File: src/ajb_pkg.sv
// ----------------------------------------------------------------------------
// ajb_pkg
// Shared types and constants of the audio jitter buffer: word formats,
// operation codes, register indexes and controller/datapath links.
// ----------------------------------------------------------------------------
package ajb_pkg;

   localparam int DEPTH     = 1024;
   localparam int PTR_W     = $clog2(DEPTH);
   localparam int LVL_W     = 11;
   localparam int SAMPLE_W  = 16;
   localparam int CNT_W     = 16;
   localparam int FRAME_W   = 2 * SAMPLE_W;
   localparam int CSR_IDX_W = 2;
   localparam int THR_W     = 11;

   localparam logic [LVL_W-1:0] DEPTH_LVL = LVL_W'(DEPTH);
   localparam logic [PTR_W-1:0] PTR_LAST  = PTR_W'(DEPTH - 1);

   localparam logic [THR_W-1:0] REBUF_THR_RST = THR_W'(256);
   localparam logic [THR_W-1:0] AUTO_THR_RST  = THR_W'(512);

   localparam logic [1:0] OP_PUSH  = 2'd0;
   localparam logic [1:0] OP_PULL  = 2'd1;
   localparam logic [1:0] OP_CLEAR = 2'd2;

   localparam logic [CSR_IDX_W-1:0] REG_REBUF_THR = CSR_IDX_W'(0);
   localparam logic [CSR_IDX_W-1:0] REG_AUTO_THR  = CSR_IDX_W'(1);

   typedef struct packed {
      logic [1:0]                 operation;
      logic signed [SAMPLE_W-1:0] left_sample;
      logic signed [SAMPLE_W-1:0] right_sample;
   } req_type;

   typedef struct packed {
      logic [FRAME_W-1:0] frame_word;
      logic               frame_real;
      logic               push_accepted;
      logic [LVL_W-1:0]   fill_level;
      logic [CNT_W-1:0]   underrun_total;
      logic [CNT_W-1:0]   overrun_total;
      logic               rebuffering_now;
      logic               playing;
   } rsp_type;

   typedef struct packed {
      logic capture;
      logic exec;
      logic store;
      logic count_ovr;
      logic fetch;
      logic count_und;
      logic set_rebuf;
      logic clr_rebuf;
      logic set_run;
      logic clear_all;
   } cmd_type;

   typedef struct packed {
      logic full;
      logic empty;
      logic auto_now;
      logic auto_push;
      logic rebuf_met;
      logic running;
      logic rebuf;
   } stat_type;

endpackage

File: src/ajb_ctrl.sv
// ----------------------------------------------------------------------------
// ajb_ctrl
// Sequencer: takes a request, decides the buffer actions from datapath
// status, and strobes the response after the execute state.
// ----------------------------------------------------------------------------
module ajb_ctrl (
   input  logic             clock,
   input  logic             reset,
   input  logic             start,
   input  logic [1:0]       req_op,
   input  ajb_pkg::stat_type stat,
   output logic             busy,
   output logic             rsp_strobe,
   output ajb_pkg::cmd_type cmd
);
   import ajb_pkg::*;

   localparam logic [1:0] ST_IDLE = 2'd0;
   localparam logic [1:0] ST_EXEC = 2'd1;
   localparam logic [1:0] ST_RESP = 2'd2;

   logic [1:0] state_ff, state_in;
   logic [1:0] op_ff, op_in;
   logic       accept;
   logic       run_eff;
   logic       go;

   assign busy       = (state_ff == ST_EXEC);
   assign rsp_strobe = (state_ff == ST_RESP);
   assign accept     = start && !busy;

   always_comb begin
      state_in = state_ff;
      op_in    = op_ff;
      case (state_ff)
         ST_IDLE, ST_RESP: begin
            if (accept) begin
               state_in = ST_EXEC;
               op_in    = req_op;
            end else begin
               state_in = ST_IDLE;
            end
         end
         ST_EXEC: state_in = ST_RESP;
         default: state_in = ST_IDLE;
      endcase
   end

   always_comb begin
      cmd         = '0;
      cmd.capture = accept;
      run_eff     = stat.running || stat.auto_now;
      go          = !stat.rebuf || stat.rebuf_met;
      if (state_ff == ST_EXEC) begin
         cmd.exec = 1'b1;
         case (op_ff)
            OP_PUSH: begin
               if (stat.full) begin
                  cmd.count_ovr = 1'b1;
                  cmd.set_run   = !stat.running && stat.auto_now;
               end else begin
                  cmd.store   = 1'b1;
                  cmd.set_run = !stat.running && stat.auto_push;
               end
            end
            OP_PULL: begin
               cmd.set_run = !stat.running && stat.auto_now;
               if (run_eff) begin
                  cmd.clr_rebuf = stat.rebuf && stat.rebuf_met;
                  if (go) begin
                     if (stat.empty) begin
                        cmd.count_und = 1'b1;
                        cmd.set_rebuf = 1'b1;
                     end else begin
                        cmd.fetch = 1'b1;
                     end
                  end
               end
            end
            OP_CLEAR: cmd.clear_all = 1'b1;
            default: ;
         endcase
      end
   end

   always_ff @(posedge clock) begin
      if (reset) begin
         state_ff <= ST_IDLE;
         op_ff    <= OP_PUSH;
      end else begin
         state_ff <= state_in;
         op_ff    <= op_in;
      end
   end

endmodule

File: config.mk
export PLATFORM = sky130hd
export DESIGN_NAME = ajb_ctrl
export DESIGN_NICKNAME = d
export VERILOG_FILES = /design/src/ajb_pkg.sv /design/src/ajb_ctrl.sv
export SDC_FILE = /design/constraint.sdc
export NUM_CORES = 1
export LEC_CHECK = 0
export BUFFER_PORTS_ARGS = -buffer_cell sky130_fd_sc_hd__buf_2
export CAP_MARGIN = 20
export CORE_AREA = 2 2 39 41
export DETAILED_ROUTE_END_ITERATION = 7
export DIE_AREA = 0 0 41 43
export HOLD_SLACK_MARGIN = 0.15
export PLACE_DENSITY_LB_ADDON = 0.1
export RECOVER_POWER = 50
export SETUP_SLACK_MARGIN = 0.5
export SLEW_MARGIN = 0
export SYNTH_ARGS = -nofsm -noshare
export SYNTH_HDL_FRONTEND = slang
export SYNTH_SLANG_ARGS = --single-unit
export TNS_END_PERCENT = 30
File: constraint.sdc
create_clock -name clock -period 1.4 [get_ports clock]
set_input_delay 0.07 -clock clock [delete_from_list [all_inputs] [get_ports clock]]
set_output_delay 0.07 -clock clock [all_outputs]
set_load 0.02 [all_outputs]
==> results by group <==
Synthesis
  • Mapped Nets: 43
  • Syn Std Cell Area: 268 um2
  • Synth warn: 0
  • Post-Syn Instances: 31
  • Yosys reg bits: 4
  • Post-synthesis sequential area ratio: 0.299
  • Mapped Avg Cell Area: 8.64 um2
  • Distinct cells, synth: 16

Timing
  • Slew Limit Fails: 0
  • Final period utilization: 1.08
  • Finish-stage setup viols: 5
  • Final hold vios: 0
  • Fin worst setup slack: -0.116 ns
  • Min Clock Period, post-route: 1.52 ns
  • Least-Margin Pin Slew: 0.314 ns
  • Relative slew slack: 0.789
  • Max Fclk: 660 MHz
  • Clock skew: 0.00483 ns
  • Unrepaired setup endpoints after global routing: yes

Routing
  • Drt initial violations: 6
  • Antenna-violating nets left: 0
  • Drt drc: 0
  • Vias: 321
  • Vias per inst: ~4.3
  • Final WL: 698 um
  • Drt wl/cell: 9.43 um
  • Drt pass-1 iters: 4

Power and ir drop
  • Logic pwr share: 0.286
  • Switching Fraction: 0.261
  • Max VDD drop: 0.237 mV
  • Psw: a little under 100 uW
  • Power share of the sequential group: 0.345
  • Overall power: 370 uW
  • Clock share of power: 0.369
  • Lkg Pwr: 0.253 nW
  • PwrDens: 705 nW/um2
  • P_int: roughly 270 uW

Die
  • Die Area: roughly 1800 um2
  • Core ar.: 1380 um2
  • Die width: between 40 and 50 um
  • Starting density of the core: 0.193
  • Io pins: 24
  • Die H: between 40 and 50 um
  • # rows: 14

Cells and area
  • Commonest non-fill, non-tap cell in the layout: buf_2
  • Final net count: 72
  • Most frequent cells in the layout: buf_2 (12), buf_4 (7), nor2_1 (4), buf_6 (4)
  • Area grow syn2layout: 96.3%
  • Antenna cell count: 0
  • Layout cell share with drive strength beyond 1: 0.690

Critical path
  • Crit path from: op_ff[1]
  • Slack of the worst reg-to-reg path: 0.34 ns
  • Setup CP Type: flop to output pin
  • Cell-by-cell trace of the critical path: or3b_4 -> nor2_2 -> and3b_2 -> buf_4
  • Top fanout value on the critical path: 5
  • CP endpoint kind: output pin
  • R2r startpoint: state_ff[0]
  • CP arrival: 1.45 ns
  • CP required: around 1.3 ns
  • CP max stage cell: or3b_4
  • Startpoint types: flop
  • Worst path max stage delay: 0.44 ns

Clock network
  • CTS tree: done
  • CTS H-tree depth: 1
  • Clk sinks: 4
  • TritonCTS buffer count: 3
  • Skew-Pair Late Insertion Delay: 0.23 ns
  • Root buf cell: clkbuf_4
  • Max Buffers Root-to-Sink: 2
  • Clk slew on worst S/H paths: around 0.040 ns

Global routing
  • Largest net degree at the start of global routing: 7
  • GRT Total Usage: 0.0994
  • Antenna violations before repair: 0
  • Gr ovfl total: 0
  • First-pass GRT wire length: about 1.2 mm
  • Vias in the first global route: ~290

Placed design
  • GP Congestion: 0.605
  • Port Buffer Count: 23
  • Post-placement setup slack: 0.101 ns
  • Post-DP HPWL: 550 um

Hold path
  • Worst hold path class: input pin to flop
  • Worst hold start: start

Run status
  • Failing checks: negative setup slack
  • Status: finished with violations

Run
  • Max-Cap Viols: 0
[per-stage QoR]
stage / area (um2) / std cells / hold WS (ns) / utilization / setup TNS (ns)
after floorplan: 293 / 31 / 0.134 / - / 0
after global placement: 402 / 67 / 0.290 / 0.290 / 0
after detailed placement: 402 / 67 / 0.284 / 0.290 / 0
after CTS: 510 / 74 / 0.270 / 0.369 / -0.380
after global routing: 526 / 74 / 0.343 / 0.380 / -0.817
final: 526 / 74 / 0.320 / 0.380 / -0.395
[power by group through the flow]
stage	Combinational, mW	Clock, mW	Sequential, mW
floorplan	0.0543	0	0.127
global placement	0.0818	0	0.130
CTS	0.104	0.145	0.127
global route	0.115	0.152	0.129
detailed placement	0.0812	0	0.130
finish	0.106	0.137	0.128
[worst paths after layout]
check	to	cells after the start
worst max-delay path	cmd[3]	4
worst min-delay path	state_ff[0]	3
worst max register to register	op_ff[1]	4
worst min register to register	op_ff[1]	2
[repair_timing]
action | 4_1_cts | 5_1_grt
pin swaps | 6 | 5
setup endpoints to repair | 14 | 16
gates cloned | 0 | 0
endpoints found under the hold margin | 4 | 0
gates resized for setup | 18 | 8
hold buffers | 3 | 0
buffers inserted | 1 | 0
[cells in the mapped netlist, drive strengths merged]
cell,n,area [um2]
nor2,5,18.8
dfxtp,4,80.1
buf,3,22.5
mux2i,3,30.0
and2b,2,17.5
nor2b,2,12.5
nor3,2,10.0
nor3b,2,15.0
and2,1,6.26
and3,1,6.26
and3b,1,8.76
inv,1,3.75
nor4,1,12.5
o21ai,1,5.00
or2b,1,7.51
or3b,1,11.3
[cells by family (layout without fill, tap and decap cells)]
family,Yosys count,count (layout),share of synthesized area
AO/OA/AOI/OAI,1,1,0.0187
buffers and inverters,4,31,0.0981
flip-flops,4,4,0.299
multiplexers,3,3,0.112
AND/OR/NAND/NOR,19,19,0.472
[routing by layer]
| layer | track usage | wire length [um] | vias up | part of all wire |
|---|---|---|---|---|
| met3 | 0.0157 | 58 | 0 | 0.083 |
| met1 | 0.135 | 297 | 144 | 0.43 |
| met5 | 0 | 0 | - | 0 |
| met4 | 0.0800 | 0 | 0 | 0 |
| met2 | 0.131 | 342 | 18 | 0.49 |
| li1 | - | - | 159 | - |
[sequential cells by signal (all words and copies together) (netlist names)]
signal and count:
op_ff 2, state_ff 2
[cell type report]
class                      count  area [um2]
sequential                     4        82.6
inverter                       1        6.26
multi-input combinational     23         203
fill                         143         858
clock buffer                   3        22.5
timing repair buffer          27         191
tap                           16        20.0
[worst max-delay path, delay by kind of cell (launching register included)]
family / cells / cell delay [ns]
simple gates: 3 / 0.76
flops: 1 / 0.32
buf+inv: 1 / 0.14
Note: power is estimated with default switching activity, not from simulation.
